File: config.mk
export PLATFORM = sky130hd
export DESIGN_NAME = averaging_period_meter_flat
export DESIGN_NICKNAME = d
export VERILOG_FILES = /design/src/hw/rtl/apm_pkg.sv /design/src/hw/rtl/apm_if.sv /design/src/hw/rtl/apm_datapath.sv /design/src/hw/rtl/apm_ctrl.sv /design/src/hw/rtl/averaging_period_meter.sv /design/src/flat_wrapper.sv
export SDC_FILE = /design/constraint.sdc
export NUM_CORES = 2
export LEC_CHECK = 0
export ABC_AREA = 1
export BUFFER_PORTS_ARGS = -buffer_cell sky130_fd_sc_hd__buf_4
export CORE_MARGIN = 4
export CORE_UTILIZATION = 52
export DETAILED_ROUTE_END_ITERATION = 10
export GPL_TIMING_DRIVEN = 0
export PLACE_DENSITY = 0.71
export SYNTH_ARGS = -nofsm -noshare
export SYNTH_HDL_FRONTEND = slang
export SYNTH_HIERARCHICAL = 1
export SYNTH_SLANG_ARGS = --single-unit
File: constraint.sdc
create_clock -name clk -period 6 [get_ports clk]
set_input_delay 0.6 -clock clk [delete_from_list [all_inputs] [get_ports clk]]
set_output_delay 0.6 -clock clk [all_outputs]
set_load 0.05 [all_outputs]
File: src/hw/rtl/apm_pkg.sv
// ----------------------------------------------------------------------------
// apm_pkg
// Shared widths, register indexes and controller/datapath link types for the
// averaging period meter.
// ----------------------------------------------------------------------------
package apm_pkg;

    // tick counter between edges, wraps
    localparam int PERIOD_COUNTER_WIDTH = 16;

    localparam int SUM_WIDTH     = 32;
    localparam int EDGE_WIDTH    = 24;
    localparam int OVF_WIDTH     = 8;
    localparam int NUM_WIDTH     = 16;
    localparam int DEN_WIDTH     = 20;
    localparam int RESULT_WIDTH  = 32;
    localparam int CFG_IDX_WIDTH = 2;
    localparam int CFG_DATA_WIDTH = 20;

    // mean + 1 needs one bit over the sum, product adds the scale width
    localparam int MEAN_WIDTH = SUM_WIDTH + 1;
    localparam int PROD_WIDTH = MEAN_WIDTH + NUM_WIDTH;

    // shared restoring divider, one quotient bit per cycle
    localparam int DIV_WIDTH     = PROD_WIDTH;
    localparam int DIV_STEPS     = DIV_WIDTH;
    localparam int DIVISOR_WIDTH = EDGE_WIDTH;
    localparam int DIV_CNT_WIDTH = $clog2(DIV_STEPS + 1);

    // register indexes
    localparam logic [CFG_IDX_WIDTH-1:0] CFG_WINDOW_LIMIT = 2'd0;
    localparam logic [CFG_IDX_WIDTH-1:0] CFG_SCALE_NUM    = 2'd1;
    localparam logic [CFG_IDX_WIDTH-1:0] CFG_SCALE_DEN    = 2'd2;

    // register reset values
    localparam logic [OVF_WIDTH-1:0] WINDOW_LIMIT_RST = 8'd16;
    localparam logic [NUM_WIDTH-1:0] SCALE_NUM_RST    = 16'd24874;
    localparam logic [DEN_WIDTH-1:0] SCALE_DEN_RST    = 20'd100000;

    localparam logic [EDGE_WIDTH-1:0] EDGE_MAX = {EDGE_WIDTH{1'b1}};

    // controller to datapath
    typedef struct packed {
        logic step;      // an input beat is taken this cycle
        logic div_sum;   // start divider on period sum / edge count
        logic mul;       // register (mean + 1) * scale_num
        logic div_prod;  // start divider on product / scale_den
        logic load_out;  // load the result register
    } apm_cmd_t;

    // datapath to controller
    typedef struct packed {
        logic close;     // the offered beat closes a window
        logic zero_next; // that window saw no edges
        logic div_done;  // divider idle
    } apm_status_t;

endpackage

File: src/hw/rtl/apm_if.sv
// ----------------------------------------------------------------------------
// apm_if
// Valid/ready channels of the averaging period meter: tick beats in,
// window results out.
// ----------------------------------------------------------------------------
interface apm_tick_if;
    logic valid;
    logic ready;
    logic signal_edge;
    logic window_tick;

    modport source (output valid, output signal_edge, output window_tick, input ready);
    modport sink   (input valid, input signal_edge, input window_tick, output ready);
endinterface

interface apm_result_if;
    logic        valid;
    logic        ready;
    logic [31:0] avg_period;
    logic        no_edges;

    modport source (output valid, output avg_period, output no_edges, input ready);
    modport sink   (input valid, input avg_period, input no_edges, output ready);
endinterface

File: src/hw/rtl/apm_datapath.sv
// ----------------------------------------------------------------------------
// apm_datapath
// Window accumulators, configuration registers, shared bit-serial divider,
// scale multiplier and result register.
// ----------------------------------------------------------------------------
module apm_datapath
(
    input  logic                                  clk,
    input  logic                                  rst_n,
    input  logic                                  cfg_we,
    input  logic [apm_pkg::CFG_IDX_WIDTH-1:0]     cfg_index,
    input  logic [apm_pkg::CFG_DATA_WIDTH-1:0]    cfg_data,
    input  logic                                  signal_edge,
    input  logic                                  window_tick,
    input  apm_pkg::apm_cmd_t                     cmd,
    output apm_pkg::apm_status_t                  status,
    output logic [apm_pkg::RESULT_WIDTH-1:0]      avg_period,
    output logic                                  no_edges
);

    logic [apm_pkg::OVF_WIDTH-1:0]            limit_reg;
    logic [apm_pkg::NUM_WIDTH-1:0]            num_reg;
    logic [apm_pkg::DEN_WIDTH-1:0]            den_reg;

    logic [apm_pkg::PERIOD_COUNTER_WIDTH-1:0] period_reg, period_next;
    logic [apm_pkg::SUM_WIDTH-1:0]            sum_reg, sum_next;
    logic [apm_pkg::EDGE_WIDTH-1:0]           edges_reg, edges_next;
    logic [apm_pkg::OVF_WIDTH-1:0]            ovf_reg, ovf_next;
    logic                                     close;

    logic [apm_pkg::SUM_WIDTH-1:0]            snap_sum_reg;
    logic [apm_pkg::EDGE_WIDTH-1:0]           snap_edges_reg;
    logic                                     snap_zero_reg;

    logic [apm_pkg::DIV_WIDTH-1:0]            dvd_reg;
    logic [apm_pkg::DIVISOR_WIDTH-1:0]        rem_reg;
    logic [apm_pkg::DIVISOR_WIDTH-1:0]        dvs_reg;
    logic [apm_pkg::DIV_CNT_WIDTH-1:0]        div_cnt_reg;
    logic [apm_pkg::DIVISOR_WIDTH:0]          trial;
    logic                                     fits;

    logic [apm_pkg::MEAN_WIDTH-1:0]           mean;
    logic [apm_pkg::PROD_WIDTH-1:0]           prod_reg;
    logic [apm_pkg::RESULT_WIDTH-1:0]         sat_q;

    logic [apm_pkg::RESULT_WIDTH-1:0]         avg_period_reg;
    logic                                     no_edges_reg;

    // configuration registers, unknown index ignored
    always_ff @(posedge clk or negedge rst_n)
    begin
        if (!rst_n)
        begin
            limit_reg <= apm_pkg::WINDOW_LIMIT_RST;
            num_reg   <= apm_pkg::SCALE_NUM_RST;
            den_reg   <= apm_pkg::SCALE_DEN_RST;
        end
        else if (cfg_we)
        begin
            if (cfg_index == apm_pkg::CFG_WINDOW_LIMIT)
                limit_reg <= cfg_data[apm_pkg::OVF_WIDTH-1:0];
            else if (cfg_index == apm_pkg::CFG_SCALE_NUM)
                num_reg <= cfg_data[apm_pkg::NUM_WIDTH-1:0];
            else if (cfg_index == apm_pkg::CFG_SCALE_DEN)
                den_reg <= cfg_data[apm_pkg::DEN_WIDTH-1:0];
        end
    end

    // per-tick update: edge first, then window timer
    always_comb
    begin
        if (signal_edge)
        begin
            sum_next    = sum_reg + apm_pkg::SUM_WIDTH'(period_reg);
            edges_next  = (edges_reg != apm_pkg::EDGE_MAX) ? edges_reg + 1'b1 : edges_reg;
            period_next = '0;
        end
        else
        begin
            sum_next    = sum_reg;
            edges_next  = edges_reg;
            period_next = period_reg + 1'b1;
        end
        ovf_next = window_tick ? ovf_reg + 1'b1 : ovf_reg;
        close    = window_tick && (ovf_next >= limit_reg);
    end

    assign status.close     = close;
    assign status.zero_next = (edges_next == '0);
    assign status.div_done  = (div_cnt_reg == '0);

    // window accumulators
    always_ff @(posedge clk or negedge rst_n)
    begin
        if (!rst_n)
        begin
            period_reg <= '0;
            sum_reg    <= '0;
            edges_reg  <= '0;
            ovf_reg    <= '0;
        end
        else if (cmd.step)
        begin
            period_reg <= period_next;
            if (close)
            begin
                sum_reg   <= '0;
                edges_reg <= '0;
                ovf_reg   <= '0;
            end
            else
            begin
                sum_reg   <= sum_next;
                edges_reg <= edges_next;
                ovf_reg   <= ovf_next;
            end
        end
    end

    // snapshot of the closing window
    always_ff @(posedge clk)
    begin
        if (cmd.step && close)
        begin
            snap_sum_reg   <= sum_next;
            snap_edges_reg <= edges_next;
            snap_zero_reg  <= (edges_next == '0);
        end
    end

    // restoring divider step
    assign trial = {rem_reg, dvd_reg[apm_pkg::DIV_WIDTH-1]};
    assign fits  = (trial >= {1'b0, dvs_reg});

    always_ff @(posedge clk or negedge rst_n)
    begin
        if (!rst_n)
            div_cnt_reg <= '0;
        else if (cmd.div_sum || cmd.div_prod)
            div_cnt_reg <= apm_pkg::DIV_CNT_WIDTH'(apm_pkg::DIV_STEPS);
        else if (div_cnt_reg != '0)
            div_cnt_reg <= div_cnt_reg - 1'b1;
    end

    // a zero divisor leaves all ones, which saturates below
    always_ff @(posedge clk)
    begin
        if (cmd.div_sum)
        begin
            dvd_reg <= apm_pkg::DIV_WIDTH'(snap_sum_reg);
            dvs_reg <= snap_edges_reg;
            rem_reg <= '0;
        end
        else if (cmd.div_prod)
        begin
            dvd_reg <= prod_reg;
            dvs_reg <= apm_pkg::DIVISOR_WIDTH'(den_reg);
            rem_reg <= '0;
        end
        else if (div_cnt_reg != '0)
        begin
            dvd_reg <= {dvd_reg[apm_pkg::DIV_WIDTH-2:0], fits};
            rem_reg <= fits ? apm_pkg::DIVISOR_WIDTH'(trial - {1'b0, dvs_reg})
                            : trial[apm_pkg::DIVISOR_WIDTH-1:0];
        end
    end

    // scale multiply on mean + 1
    assign mean = apm_pkg::MEAN_WIDTH'(dvd_reg[apm_pkg::SUM_WIDTH-1:0]) + 1'b1;

    always_ff @(posedge clk)
    begin
        if (cmd.mul)
            prod_reg <= apm_pkg::PROD_WIDTH'(mean) * apm_pkg::PROD_WIDTH'(num_reg);
    end

    // saturate quotient to result width
    assign sat_q = (dvd_reg[apm_pkg::DIV_WIDTH-1:apm_pkg::RESULT_WIDTH] != '0)
                 ? {apm_pkg::RESULT_WIDTH{1'b1}} : dvd_reg[apm_pkg::RESULT_WIDTH-1:0];

    // result register
    always_ff @(posedge clk)
    begin
        if (cmd.load_out)
        begin
            avg_period_reg <= snap_zero_reg ? '0 : sat_q;
            no_edges_reg   <= snap_zero_reg;
        end
    end

    assign avg_period = avg_period_reg;
    assign no_edges   = no_edges_reg;

endmodule

File: src/hw/rtl/apm_ctrl.sv
// ----------------------------------------------------------------------------
// apm_ctrl
// Sequencer for the averaging period meter: takes tick beats, runs the two
// divisions and the multiply on a window close, owns the result valid.
// ----------------------------------------------------------------------------
module apm_ctrl
(
    input  logic                  clk,
    input  logic                  rst_n,
    input  logic                  in_valid,
    output logic                  in_ready,
    output logic                  out_valid,
    input  logic                  out_ready,
    input  apm_pkg::apm_status_t  status,
    output apm_pkg::apm_cmd_t     cmd
);

    localparam logic [2:0] S_RUN     = 3'd0;
    localparam logic [2:0] S_DIV1_GO = 3'd1;
    localparam logic [2:0] S_DIV1    = 3'd2;
    localparam logic [2:0] S_MUL     = 3'd3;
    localparam logic [2:0] S_DIV2_GO = 3'd4;
    localparam logic [2:0] S_DIV2    = 3'd5;
    localparam logic [2:0] S_LOAD    = 3'd6;

    logic [2:0] state_reg, state_next;
    logic       out_valid_reg, out_valid_next;
    logic       take;
    logic       out_free;

    assign in_ready = (state_reg == S_RUN);
    assign take     = in_valid && in_ready;
    assign out_free = !out_valid_reg || out_ready;

    // next state and commands
    always_comb
    begin
        state_next   = state_reg;
        cmd          = '0;
        cmd.step     = take;
        unique case (state_reg)
            S_RUN:
            begin
                if (take && status.close)
                    state_next = status.zero_next ? S_LOAD : S_DIV1_GO;
            end
            S_DIV1_GO:
            begin
                cmd.div_sum = 1'b1;
                state_next  = S_DIV1;
            end
            S_DIV1:
            begin
                if (status.div_done)
                    state_next = S_MUL;
            end
            S_MUL:
            begin
                cmd.mul    = 1'b1;
                state_next = S_DIV2_GO;
            end
            S_DIV2_GO:
            begin
                cmd.div_prod = 1'b1;
                state_next   = S_DIV2;
            end
            S_DIV2:
            begin
                if (status.div_done)
                    state_next = S_LOAD;
            end
            S_LOAD:
            begin
                if (out_free)
                begin
                    cmd.load_out = 1'b1;
                    state_next   = S_RUN;
                end
            end
            default:
                state_next = S_RUN;
        endcase
    end

    // result valid: set on load, cleared when the beat is taken
    always_comb
    begin
        if (cmd.load_out)
            out_valid_next = 1'b1;
        else if (out_ready)
            out_valid_next = 1'b0;
        else
            out_valid_next = out_valid_reg;
    end

    always_ff @(posedge clk or negedge rst_n)
    begin
        if (!rst_n)
        begin
            state_reg     <= S_RUN;
            out_valid_reg <= 1'b0;
        end
        else
        begin
            state_reg     <= state_next;
            out_valid_reg <= out_valid_next;
        end
    end

    assign out_valid = out_valid_reg;

endmodule

File: src/hw/rtl/averaging_period_meter.sv
// ----------------------------------------------------------------------------
// averaging_period_meter
// Averages the period of a measured signal over a window of timer overflows
// and emits the scaled mean once per window.
// ----------------------------------------------------------------------------
// Usage:
//   sample: one beat per tick of the measuring clock, carrying signal_edge
//   and window_tick. A beat that does not close a window is taken back
//   to back, even while a result waits on the output.
//   result: one beat per closed window, avg_period and no_edges.
//   Closing a window with edges loads the shared bit-serial divider for
//   sum / edges (a load, then 49 steps), one multiply by scale_num, then
//   product / scale_den on the same divider (a load, then 49 steps). The
//   result is valid once the second division is done and the result
//   register is free; sample is held off until then. A window without edges
//   loads its result without a division, also holding sample off until then.
//   If the receiver stalls, the result register holds and a finished next
//   result waits in the controller, holding off sample, until it is free.
//   Configuration writes take effect at once and are meant for idle time.
//   Reset clears the accumulators, drops any result and restores the
//   register defaults (limit 16, scale 24874 / 100000).
// ----------------------------------------------------------------------------
module averaging_period_meter
(
    input  logic                                clk,
    input  logic                                rst_n,
    input  logic                                cfg_we,
    input  logic [apm_pkg::CFG_IDX_WIDTH-1:0]   cfg_index,
    input  logic [apm_pkg::CFG_DATA_WIDTH-1:0]  cfg_data,
    apm_tick_if.sink                            sample,
    apm_result_if.source                        result
);

    apm_pkg::apm_cmd_t    cmd;
    apm_pkg::apm_status_t status;

    // sequencer
    apm_ctrl u_ctrl
    (
        .clk       (clk),
        .rst_n     (rst_n),
        .in_valid  (sample.valid),
        .in_ready  (sample.ready),
        .out_valid (result.valid),
        .out_ready (result.ready),
        .status    (status),
        .cmd       (cmd)
    );

    // accumulators and arithmetic
    apm_datapath u_datapath
    (
        .clk         (clk),
        .rst_n       (rst_n),
        .cfg_we      (cfg_we),
        .cfg_index   (cfg_index),
        .cfg_data    (cfg_data),
        .signal_edge (sample.signal_edge),
        .window_tick (sample.window_tick),
        .cmd         (cmd),
        .status      (status),
        .avg_period  (result.avg_period),
        .no_edges    (result.no_edges)
    );

endmodule
File: src/flat_wrapper.sv
// flat-port wrapper written by rule: the top's interface ports become plain ports
module averaging_period_meter_flat 
  (clk, rst_n, cfg_we, cfg_index, cfg_data, sample_valid, sample_signal_edge, sample_window_tick, sample_ready, result_valid, result_avg_period, result_no_edges, result_ready);
  apm_tick_if sample_i ();
  apm_result_if result_i ();
  input  logic clk;
  input  logic rst_n;
  input  logic cfg_we;
  input  logic [apm_pkg::CFG_IDX_WIDTH-1:0] cfg_index;
  input  logic [apm_pkg::CFG_DATA_WIDTH-1:0] cfg_data;
  input wire logic [$bits(sample_i.valid)-1:0] sample_valid;
  input wire logic [$bits(sample_i.signal_edge)-1:0] sample_signal_edge;
  input wire logic [$bits(sample_i.window_tick)-1:0] sample_window_tick;
  output wire logic [$bits(sample_i.ready)-1:0] sample_ready;
  output wire logic [$bits(result_i.valid)-1:0] result_valid;
  output wire logic [$bits(result_i.avg_period)-1:0] result_avg_period;
  output wire logic [$bits(result_i.no_edges)-1:0] result_no_edges;
  input wire logic [$bits(result_i.ready)-1:0] result_ready;
  assign sample_i.valid = sample_valid;
  assign sample_i.signal_edge = sample_signal_edge;
  assign sample_i.window_tick = sample_window_tick;
  assign sample_ready = sample_i.ready;
  assign result_valid = result_i.valid;
  assign result_avg_period = result_i.avg_period;
  assign result_no_edges = result_i.no_edges;
  assign result_i.ready = result_ready;
  averaging_period_meter u_core (.clk(clk), .rst_n(rst_n), .cfg_we(cfg_we), .cfg_index(cfg_index), .cfg_data(cfg_data), .sample(sample_i), .result(result_i));
endmodule
==> metrics.md <==
| Metric | Value |
|---|---|
| Outcome | finished with violations |
| Failing checks | negative setup slack |
| Final Max Slew Viols | 0 |
| Via count | 32,500 |
| Worst-path clk slew | 0.06 ns |
| Wirelength per Cell | 21.0 µm |
| Setup Viol. Count Final | 40 |
| Starting Density | 0.529 |
| R2r startpoint | u_core/u_datapath/dvd_reg[1]$_DFFE_PP_ |
| Synth top area cells | fa_1 (24%), edfxtp_1 (16%), nand2_1 (12%) |
| Req. time, crit path | 6.38 ns |
| Crit end category | register |
| Largest net degree at the start of global routing | 92 |
| Layout Nets | 5,471 |
| GPL Wtd Cong | 0.999 |
| Clk_lat worst skew | 0.56 ns |
| DRT Pass-1 Iters | 7 |
| Port bufs | 61 |
| Detailed-route DRC error count | 0 |
| Die W | 273 µm |
| Minimum clock period | between 7 and 8 ns |
| Layout cell share with drive strength beyond 1 | 0.163 |
| CP Max Fanout | 10 |
| Worst min path class | input pin to register |
| Share of the synthesized area in the top cell type | 0.237 |
| Root buffer cell | clkbuf_16 |
| Yosys synthesis warning count | 6 |
| Highest Clock Rate | 141 MHz |
| Max-cap viol count | 0 |
| FILL cells | 6,067 |
| DRT iter0 DRCs | 3,241 |
| I/O Pins | 64 |
| Rows | 96 |
| Asr flop ratio synth | 0.362 |
| H-tree levels | 2 |
| Longest Clk Path Bufs | 3 |
| Worst setup path startpoint | u_core/u_datapath/dvd_reg[1]$_DFFE_PP_ |
| P&R area growth vs syn | 17.8% |
| Final period utilization | 1.18 |
| Total GRT Usage | 0.326 |
| Leading area contributor after synthesis | fa_1 |
| Critical path launch point type | register |
| Initial antenna violation count | 2 |
| Setup TNS | -35.73 ns |
| Routed vias/inst | 5.61 |
| Core ar. | 69,200 µm² |
| Via count of the first global-routing pass | 32,100 |
| RSZ-0062 raised after global routing | true |
| Fin. Hold Viols | 0 |
| Utilization after layout | 0.623 |
| Final ANT Viol Nets | 0 |
| CTS tree | done |
| Least-Margin Pin Slew | about 1.1 ns |
| Cells after Synth | 4,604 |
| Hold slack | 0.298 ns |
| Sink Count | 370 |
| Pwr dens | 373 nW/µm² |
| Post-synthesis sequential area ratio | 0.275 |
| Gr ovfl total | 0 |
| Leak Pwr | approximately 20 nW |
| Routed wire length | 122,000 µm |
| Post-synth EDFFs | 195 |
| Die footprint | between 70,000 and 80,000 µm² |
| Synthesized Nets | 5,242 |
| Post-Syn Area | 36,600 µm² |
| Hold path start | cfg_data[19] |
| Setup WS post-layout | -1.10 ns |
| Synth unique cells | 53 |
| Main flop type after synthesis | edfxtp_1 |
| Avg Synthesized Cell Area | 7.95 µm² |
| Crit Path Category | register to register |
| Die Y | approximately 270 µm |
| IR drop worst, VDD | between 700 and 800 µV |
| Final Skew | 0.0252 ns |
| Crit path DAT | 7.48 ns |
| Synth Register Bits | 370 |
| HPWL Detailed | 96,200 µm |
| First-pass GRT wire length | 187,000 µm |
| Slew HR | 0.273 |
| CTS Buf Count | 37 |
==> area by class of cell <==
class | instances | area [µm²] | area share
antenna | 2 | 5.00 | 0.000116
buffer | 138 | 613 | 0.0142
clock buffer | 47 | 995 | 0.0231
clock inverter | 21 | 288 | 0.00668
inverter | 866 | 3370 | 0.0781
multi-input combinational | 3227 | 25000 | 0.580
sequential | 370 | 10000 | 0.233
tap | 931 | 1160 | 0.0270
timing repair buffer | 193 | 1640 | 0.0381
==> logic make-up after synthesis <==
family                   Yosys count  synth area share
AO/OA/AOI/OAI                    485            0.0712
XOR/XNOR                          88            0.0213
adder cells (fa/ha/maj)          609             0.297
buffers and inverters           1007             0.105
flip-flops                       370             0.275
multiplexers                       4           0.00123
AND/OR/NAND/NOR                 2041             0.230
==> cell usage in the layout (no fill, tap or decap), drive strengths merged, types with 4 or more instances in the layout <==
cell type,instances
a21boi,9
a21o,10
a21oi,197
a31oi,6
a32oi,5
and2,4
buf,213
bufinv,6
clkbuf,163
clkinv,30
dfrtp,121
dfstp,13
dfxtp,41
edfxtp,195
fa,434
ha,175
inv,849
mux2,4
nand2,1147
nand3,201
nand3b,5
nand4,58
nor2,531
nor3,46
nor4,23
o211ai,9
o21a,9
o21ai,215
o21bai,8
o22ai,12
or2,24
xnor2,24
xor2,64
==> cells in the mapped netlist, types with 5 or more instances <==
| cell | instances |
|---|---|
| or2_2 | 24 |
| inv_1 | 829 |
| fa_1 | 434 |
| nand3b_1 | 5 |
| nand4_1 | 56 |
| clkbuf_1 | 119 |
| dfstp_2 | 13 |
| o211ai_1 | 9 |
| o22ai_1 | 12 |
| a21oi_1 | 196 |
| nor4_1 | 21 |
| dfrtp_1 | 121 |
| clkinv_1 | 24 |
| nand2_2 | 10 |
| buf_1 | 6 |
| nand2_1 | 1135 |
| nor2_1 | 519 |
| dfxtp_1 | 41 |
| edfxtp_1 | 195 |
| a21boi_0 | 9 |
| xor2_1 | 63 |
| xnor2_1 | 24 |
| o21bai_1 | 8 |
| o21ai_0 | 214 |
| inv_2 | 13 |
| nor2_2 | 9 |
| buf_2 | 5 |
| buf_4 | 8 |
| a32oi_1 | 5 |
| nor3_1 | 45 |
| a21o_1 | 10 |
| a31oi_1 | 6 |
| ha_1 | 175 |
| nand3_1 | 200 |
| o21a_1 | 9 |
==> path summary, 6_finish.rpt <==
check / endpoint / cells after the start / slack, ns
max: u_core/u_datapath/prod_reg[38]$_DFFE_PP_ / 27 / -1.10
min: u_core/u_datapath/den_reg[19]$_DFFE_PN0P_ / 2 / 0.30
max reg2reg: u_core/u_datapath/prod_reg[38]$_DFFE_PP_ / 27 / -1.10
min reg2reg: u_core/u_datapath/dvd_reg[41]$_SDFFE_PP0P_ / 2 / 0.46
max in group asynchronous: u_core/u_datapath/den_reg[9]$_DFFE_PN1P_ / 3 / 4.56
min in group asynchronous: u_core/u_datapath/period_reg[11]$_DFFE_PN0P_ / 2 / 0.52
==> per-stage QoR <==
step | std cells | power [mW] | area, µm² | setup WS (ns)
after floorplan | 4604 | 7.75 | 37200 | -0.273
after global placement | 5596 | 9.88 | 38800 | -2.28
after detailed placement | 5600 | 9.90 | 38900 | -2.42
after CTS | 5753 | 14.4 | 42300 | -1.01
after global routing | 5793 | 16.8 | 43100 | -1.29
final | 5795 | 16.1 | 43100 | -1.10
==> metal layers <==
| layer | routed length (µm) | vias to the layer above | GRT usage | share of wire |
|---|---|---|---|---|
| met2 | 52500 | 1726 | 0.487 | 0.43 |
| met1 | 50100 | 15800 | 0.462 | 0.41 |
| li1 | - | 14700 | - | - |
| met5 | 0 | - | 0 | 0 |
| met4 | 4200 | 0 | 0.0960 | 0.035 |
| met3 | 15000 | 292 | 0.100 | 0.12 |
==> critical path, stage by stage, from the launching register on <==
cell	delay, ns
edfxtp_1	0.38
ha_2	0.20
nand2_2	0.07
o21ai_0	0.18
nand2_1	0.50
inv_2	0.40
nand2_1	0.13
fa_1	0.57
inv_1	0.05
fa_1	0.48
inv_1	0.06
fa_1	0.52
fa_1	0.56
inv_1	0.07
fa_1	0.57
inv_1	0.08
fa_2	0.61
inv_1	0.09
ha_4	0.34
nand2_4	0.09
nor2_4	0.16
nand2_1	0.16
inv_1	0.09
nand2_1	0.08
nand2_4	0.10
nand2_1	0.06
nand2_2	0.09
xor2_4	0.23
==> power by group <==
group,switching (mW),total [mW],internal [mW]
Combinational,6.45,10.6,4.14
Sequential,0.0633,3.02,2.95
Clock,1.03,2.48,1.45
Total,7.54,16.1,8.54
==> what timing repair did <==
action,CTS,global route
hold endpoints to repair,43,0
setup buffers,86,42
hold buffers,1,0
cloned,2,0
pin swaps,120,86
endpoints found under the setup margin,42,41
resized for setup,385,136
(Power assumes the default switching activity.)
